File: config.mk
export PLATFORM = sky130hd
export DESIGN_NAME = mfde_ctrl
export DESIGN_NICKNAME = d
export VERILOG_FILES = /design/src/rtl/mfde_pkg.sv /design/src/rtl/mfde_ctrl.sv
export SDC_FILE = /design/constraint.sdc
export NUM_CORES = 1
export LEC_CHECK = 0
export ABC_CLOCK_PERIOD_IN_PS = 2400
export BUFFER_PORTS_ARGS = -buffer_cell sky130_fd_sc_hd__buf_2
export CAP_MARGIN = 20
export CORE_MARGIN = 3
export CORE_UTILIZATION = 40
export CTS_CLUSTER_DIAMETER = 30
export DETAILED_ROUTE_END_ITERATION = 7
export GPL_TIMING_DRIVEN = 1
export HOLD_SLACK_MARGIN = 0.1
export PLACE_DENSITY = 0.68
export SLEW_MARGIN = 30
export SYNTH_ARGS = -nofsm -noshare
export SYNTH_HDL_FRONTEND = slang
export SYNTH_SLANG_ARGS = --single-unit
export TNS_END_PERCENT = 1
File: constraint.sdc
create_clock -name clk -period 2.4 [get_ports clk]
set_clock_uncertainty 0.15 [all_clocks]
set_input_delay 0.12 -clock clk [delete_from_list [all_inputs] [get_ports clk]]
set_output_delay 0.12 -clock clk [all_outputs]
set_load 0.01 [all_outputs]
File: src/rtl/mfde_pkg.sv
// Package for the one-bit-per-pixel framebuffer draw engine.
// Holds the command and result payload types, register indexes and the
// control and status structs shared by the controller and the datapath.
package mfde_pkg;

  localparam int CFG_W  = 9;
  localparam int HGT_W  = 8;
  localparam int RB_W   = 7;
  localparam int IDX_W  = 24;
  localparam int LEN_W  = 16;
  localparam int COORD_W = 16;
  localparam int CLAMP_W = 13;

  localparam logic [CFG_W-1:0] WIDTH_RESET  = 9'd256;
  localparam logic [HGT_W-1:0] HEIGHT_RESET = 8'd128;
  localparam logic [7:0]       BYTE_ONES    = 8'hFF;
  localparam logic [7:0]       MSB_MASK     = 8'h80;

  typedef enum logic [2:0] {
    OP_SET  = 3'd0,
    OP_CLR  = 3'd1,
    OP_GET  = 3'd2,
    OP_LINE = 3'd3,
    OP_FILL = 3'd4,
    OP_INV  = 3'd5
  } op_t;

  typedef enum logic [0:0] {
    CFG_WIDTH  = 1'b0,
    CFG_HEIGHT = 1'b1
  } cfg_idx_t;

  typedef enum logic [2:0] {
    WS_ZERO = 3'd0,
    WS_FILL = 3'd1,
    WS_SET  = 3'd2,
    WS_CLR  = 3'd3,
    WS_INV  = 3'd4
  } wsrc_t;

  typedef struct packed {
    op_t                op;
    logic [COORD_W-1:0] x;
    logic [COORD_W-1:0] y;
    logic [LEN_W-1:0]   length;
    logic               fill_ones;
  } cmd_t;

  typedef struct packed {
    logic ok;
    logic pixel;
  } res_t;

  typedef struct packed {
    logic  latch;
    logic  calc;
    logic  rd;
    logic  wr;
    wsrc_t wsrc;
    logic  use_ptr;
    logic  ptr_inc;
    logic  line_step;
    logic  res_ok;
    logic  res_pix;
  } dp_ctrl_t;

  typedef struct packed {
    op_t  op;
    logic in_range;
    logic len_zero;
    logic line_last;
    logic ptr_last;
    logic clr_last;
  } dp_stat_t;

endpackage

File: src/rtl/mfde_ctrl.sv
// Controller of the framebuffer draw engine: sequences the clearing pass,
// pixel read-modify-write, line walk, fill and invert sweeps.
// Depends on mfde_pkg; commands mfde_datapath through dp_ctrl_t.
module mfde_ctrl (
  input  logic                clk,
  input  logic                rst,
  input  logic                start,
  input  mfde_pkg::dp_stat_t  stat,
  output mfde_pkg::dp_ctrl_t  ctrl,
  output logic                busy,
  output logic                done
);
  import mfde_pkg::*;

  typedef enum logic [3:0] {
    S_CLEAR,
    S_IDLE,
    S_ADDR,
    S_PIX_RD,
    S_PIX_WR,
    S_LINE_RD,
    S_LINE_WR,
    S_FILL,
    S_INV_RD,
    S_INV_WR
  } state_t;

  state_t state;
  state_t state_next;
  logic   done_next;

  always_ff @(posedge clk) begin
    if (rst) begin
      state <= S_CLEAR;
      busy  <= 1'b1;
      done  <= 1'b0;
    end else begin
      state <= state_next;
      busy  <= state_next != S_IDLE;
      done  <= done_next;
    end
  end

  always_comb begin
    ctrl       = '0;
    state_next = state;
    done_next  = 1'b0;
    unique case (state)
      S_CLEAR: begin
        ctrl.wr      = 1'b1;
        ctrl.wsrc    = WS_ZERO;
        ctrl.use_ptr = 1'b1;
        ctrl.ptr_inc = 1'b1;
        if (stat.clr_last) begin
          state_next = S_IDLE;
        end
      end
      S_IDLE: begin
        if (start) begin
          ctrl.latch = 1'b1;
          state_next = S_ADDR;
        end
      end
      S_ADDR: begin
        ctrl.calc = 1'b1;
        unique case (stat.op)
          OP_SET, OP_CLR, OP_GET: state_next = S_PIX_RD;
          OP_LINE: begin
            if (stat.len_zero) begin
              ctrl.res_ok = 1'b1;
              done_next   = 1'b1;
              state_next  = S_IDLE;
            end else begin
              state_next = S_LINE_RD;
            end
          end
          OP_FILL: state_next = S_FILL;
          OP_INV:  state_next = S_INV_RD;
          default: begin
            done_next  = 1'b1;
            state_next = S_IDLE;
          end
        endcase
      end
      S_PIX_RD: begin
        if (stat.in_range) begin
          ctrl.rd    = 1'b1;
          state_next = S_PIX_WR;
        end else begin
          done_next  = 1'b1;
          state_next = S_IDLE;
        end
      end
      S_PIX_WR: begin
        ctrl.res_ok = 1'b1;
        done_next   = 1'b1;
        state_next  = S_IDLE;
        if (stat.op == OP_SET) begin
          ctrl.wr   = 1'b1;
          ctrl.wsrc = WS_SET;
        end else if (stat.op == OP_CLR) begin
          ctrl.wr   = 1'b1;
          ctrl.wsrc = WS_CLR;
        end else begin
          ctrl.res_pix = 1'b1;
        end
      end
      S_LINE_RD: begin
        if (stat.in_range) begin
          ctrl.rd    = 1'b1;
          state_next = S_LINE_WR;
        end else begin
          done_next  = 1'b1;
          state_next = S_IDLE;
        end
      end
      S_LINE_WR: begin
        ctrl.wr        = 1'b1;
        ctrl.wsrc      = WS_SET;
        ctrl.line_step = 1'b1;
        if (stat.line_last) begin
          ctrl.res_ok = 1'b1;
          done_next   = 1'b1;
          state_next  = S_IDLE;
        end else begin
          state_next = S_LINE_RD;
        end
      end
      S_FILL: begin
        ctrl.wr      = 1'b1;
        ctrl.wsrc    = WS_FILL;
        ctrl.use_ptr = 1'b1;
        ctrl.ptr_inc = 1'b1;
        if (stat.ptr_last) begin
          ctrl.res_ok = 1'b1;
          done_next   = 1'b1;
          state_next  = S_IDLE;
        end
      end
      S_INV_RD: begin
        ctrl.rd      = 1'b1;
        ctrl.use_ptr = 1'b1;
        state_next   = S_INV_WR;
      end
      S_INV_WR: begin
        ctrl.wr      = 1'b1;
        ctrl.wsrc    = WS_INV;
        ctrl.use_ptr = 1'b1;
        ctrl.ptr_inc = 1'b1;
        if (stat.ptr_last) begin
          ctrl.res_ok = 1'b1;
          done_next   = 1'b1;
          state_next  = S_IDLE;
        end else begin
          state_next = S_INV_RD;
        end
      end
      default: state_next = S_IDLE;
    endcase
  end

endmodule

==> out/results.tsv <==
stage	metric	value	unit
outcome	run status	completed	
route	number of routed nets with antenna violations	0	
route	final wirelength	1650	µm
global_route	largest net degree at the start of global routing	19	
clocking	TritonCTS Buffers	3	
setup_path	r2r worst-path depth	4	
sta	relative slew slack	0.622	
setup_path	Setup CP Type	reg -> out	
cells_and_area	Nets	122	
die	# rows	13	
setup_path	Reg-to-Reg End	busy	
sta	fmax	472	MHz
synthesis	Top FF cell, synth	dfxtp_1	
placement	GPL Wtd Cong	0.818	
synthesis	largest family of logic cells by synthesized area	simple AND/OR/NAND/NOR gates	
power	power density over the cells	407	nW/µm²
clocking	clock-pin slew on the worst setup and hold paths	0.05	ns
synthesis	#FFs+latches synth	6	
synthesis	XOR/XNOR Fraction of Synth Area	0.0277	
global_route	initial antenna violation count	0	
cells_and_area	Final Core Density	0.555	
hold_path	hold_sp	start	
route	DR vias	711	
route	drt drc	0	
global_route	Congestion Overflow GR	0	
setup_path	slowest cell on the critical path	dfxtp_1	
sta	RSZ-0062 raised after global routing	no	
clocking	CTS hold repair buffers	1	
synthesis	Cells after Synth	86	
die	Die Wd	45.7	µm
clocking	CTS tree	yes	
cells_and_area	antenna cell count	0	
hold_path	Worst Hold Class	in -> reg	
sta	Tmin final	2.12	ns
hold_path	Hold Crit Depth	4	
power	Leakage	0.357	nW
setup_path	max incr delay on CP	0.67	ns
sta	fin crit share	0.882	
route	DRT iter0 DRCs	35	
clocking	Clock Latency Late Sink	0.26	ns
synthesis	Synth Cell Area	632	µm²
synthesis	Synth Area in Simple Gates	0.499	
die	Starting Density	0.457	
setup_path	Setup crit end kind	output pin	
die	I/O pin cnt	25	
synthesis	Ys Warns	0	
synthesis	number of distinct library cells after synthesis	39	
synthesis	sequential fraction of the synthesis area	0.190	
global_route	GR Util All Layers	0.177	
synthesis	Synth top area share	0.190	
synthesis	EDFF count, synth	0	
setup_path	crit-path cells	nor4b_2 -> a311o_1 -> buf_2	
synthesis	cell taking the most area after synthesis	dfxtp_1	
clocking	H-tree depth	1	
synthesis	mux share of post-synthesis cell area	0	
setup_path	Critical Path AT	1.85	ns
sta	final setup fails	0	
setup_path	worst-path fanout max	18	
placement	pre-CTS WS	0.543	ns
placement	# port buffers	24	
synthesis	Syn Area/Cell	7.35	µm²
cells_and_area	# fillers	139	
synthesis	asr flop ratio synth	0	
synthesis	syn_nets	97	
clocking	CTS Root Cell	clkbuf_4	
synthesis	Area contributors post-synth	dfxtp_1 (19%), nor2_1 (6.5%), and2b_1 (3.6%)	
sta	Final Max Slew Viols	0	
route	drt pass-1 iters	4	
route	met1 WL	742	µm
clocking	clk buf depth	2	
route	top sig layer	met3	
synthesis	Post-Synth Adder-Cell Area	0	
clocking	clk sinks	6	
setup_path	R2R setup slack	0.55	ns
sta	PnR worst setup slack	0.284	ns
synthesis	Compound-Gate Fraction of Synth Area	0.214	
placement	post-detail-place hpwl	1220	µm
power	VDD IR-drop max	0.000225	V
sta	post-route setup TNS	0	ns
global_route	vias in the first global route	602	
sta	Least-Margin Pin Slew	0.567	ns
setup_path	worst r2r src	state[1]	
sta	Hold Vio Cnt, Final	0	
route	met3 wire length	147	µm
route	DR WL met2	760	µm
clocking	post-CTS setup buffers	0	
die	die area	2090	µm²
die	Core Region	1380	µm²
route	mean number of vias per cell	5.73	
setup_path	Critical Path RT	2.13	ns
global_route	global-route wire length before repair	2620	µm
cells_and_area	P&R area growth vs syn	21.4	%
clocking	cells resized by post-CTS repair	0	
die	Die Height	45.7	µm
cells_and_area	layout cells sized above 1	0.275	
hold_path	hold worst-path end	busy	
route	routed len/inst	13.3	µm
flow_run	Max Cap Viol	0	
setup_path	critical path startpoint category	flip-flop	
==> cell type report <==
| class | instances | area [µm²] | area share |
|---|---|---|---|
| multi-input cells | 73 | 468 | 0.610 |
| repair buffers | 25 | 130 | 0.170 |
| flip-flops and latches | 6 | 120 | 0.157 |
| clock buffers | 3 | 22.5 | 0.0294 |
| well taps | 15 | 18.8 | 0.0245 |
| inverters | 2 | 7.51 | 0.00979 |
==> kinds of logic after synthesis <==
logic type,after synthesis
buffers and inverters,7
AND/OR/NAND/NOR,53
XOR/XNOR,2
AO/OA/AOI/OAI,18
flip-flops,6
==> Yosys cell counts (2+ instances only) <==
library cell / n
nor2_1: 11
dfxtp_1: 6
nand2_1: 6
a21oi_1: 4
nor3_1: 4
and2b_1: 3
and3_1: 3
nand2b_1: 3
nor2b_1: 3
nor3b_1: 3
a21o_1: 2
and2_1: 2
buf_2: 2
buf_4: 2
inv_1: 2
nand3_1: 2
nand3b_1: 2
nand4_1: 2
o21ai_1: 2
or3b_1: 2
xnor2_1: 2
==> cell usage in the layout, fill, tap and decap left out, drive strengths merged, types with 2 or more instances in the layout <==
| cell type | count |
|---|---|
| nand3 | 2 |
| nand2b | 3 |
| dfxtp | 6 |
| nor3 | 4 |
| and2 | 2 |
| inv | 2 |
| and2b | 3 |
| nor2b | 3 |
| buf | 24 |
| nand2 | 6 |
| clkbuf | 3 |
| a21o | 2 |
| or2 | 2 |
| o21ai | 3 |
| xnor2 | 2 |
| nand3b | 2 |
| a21oi | 4 |
| nand4 | 2 |
| nor2 | 11 |
| and3 | 3 |
| nor3b | 3 |
| or3b | 2 |
==> registers in the layout, summed over array words and instances, names as in the netlist <==
| register | flops |
|---|---|
| busy | 1 |
| state | 4 |
| done | 1 |
==> per-layer routing <==
layer	track usage	up-vias
met5	0	-
met4	0.0682	0
met3	0.0593	0
met2	0.256	33
met1	0.239	318
li1	-	360
==> stage by stage <==
stage | total power [mW] | cells | hold slack, ns | area (µm²)
6_report | 0.312 | 124 | 0.146 | 767
2_1_floorplan | 0.183 | 86 | 0.0424 | 632
3_5_place_dp | 0.214 | 120 | 0.167 | 734
3_3_place_gp | 0.213 | 120 | 0.165 | 734
4_1_cts | 0.312 | 124 | 0.156 | 767
5_1_grt | 0.333 | 124 | 0.183 | 767
==> worst max-delay path by stage <==
stage	start	endpoint	slack [ns]	cells after the start
finish	state[1]	ctrl[1]	0.28	3
detailed placement	state[1]	busy	0.54	4
global placement	state[1]	ctrl[1]	0.56	3
floorplan	state[1]	done	0.79	4
global route	state[1]	ctrl[1]	0.13	3
CTS	state[1]	ctrl[1]	0.27	3
==> worst max-delay path, delay by kind of cell, from the launching register on <==
family | cells | cell delay [ns]
compound gates | 1 | 0.28
buf+inv | 1 | 0.14
flops | 1 | 0.67
simple gates | 1 | 0.51
==> power breakdown <==
| group | internal (mW) | leakage [nW] | switching, mW |
|---|---|---|---|
| combinational | 0.0473 | 0.295 | 0.0469 |
| clock | 0.0569 | 0.0138 | 0.0411 |
| sequential | 0.106 | 0.0489 | 0.0142 |
(Power assumes the default switching activity.)
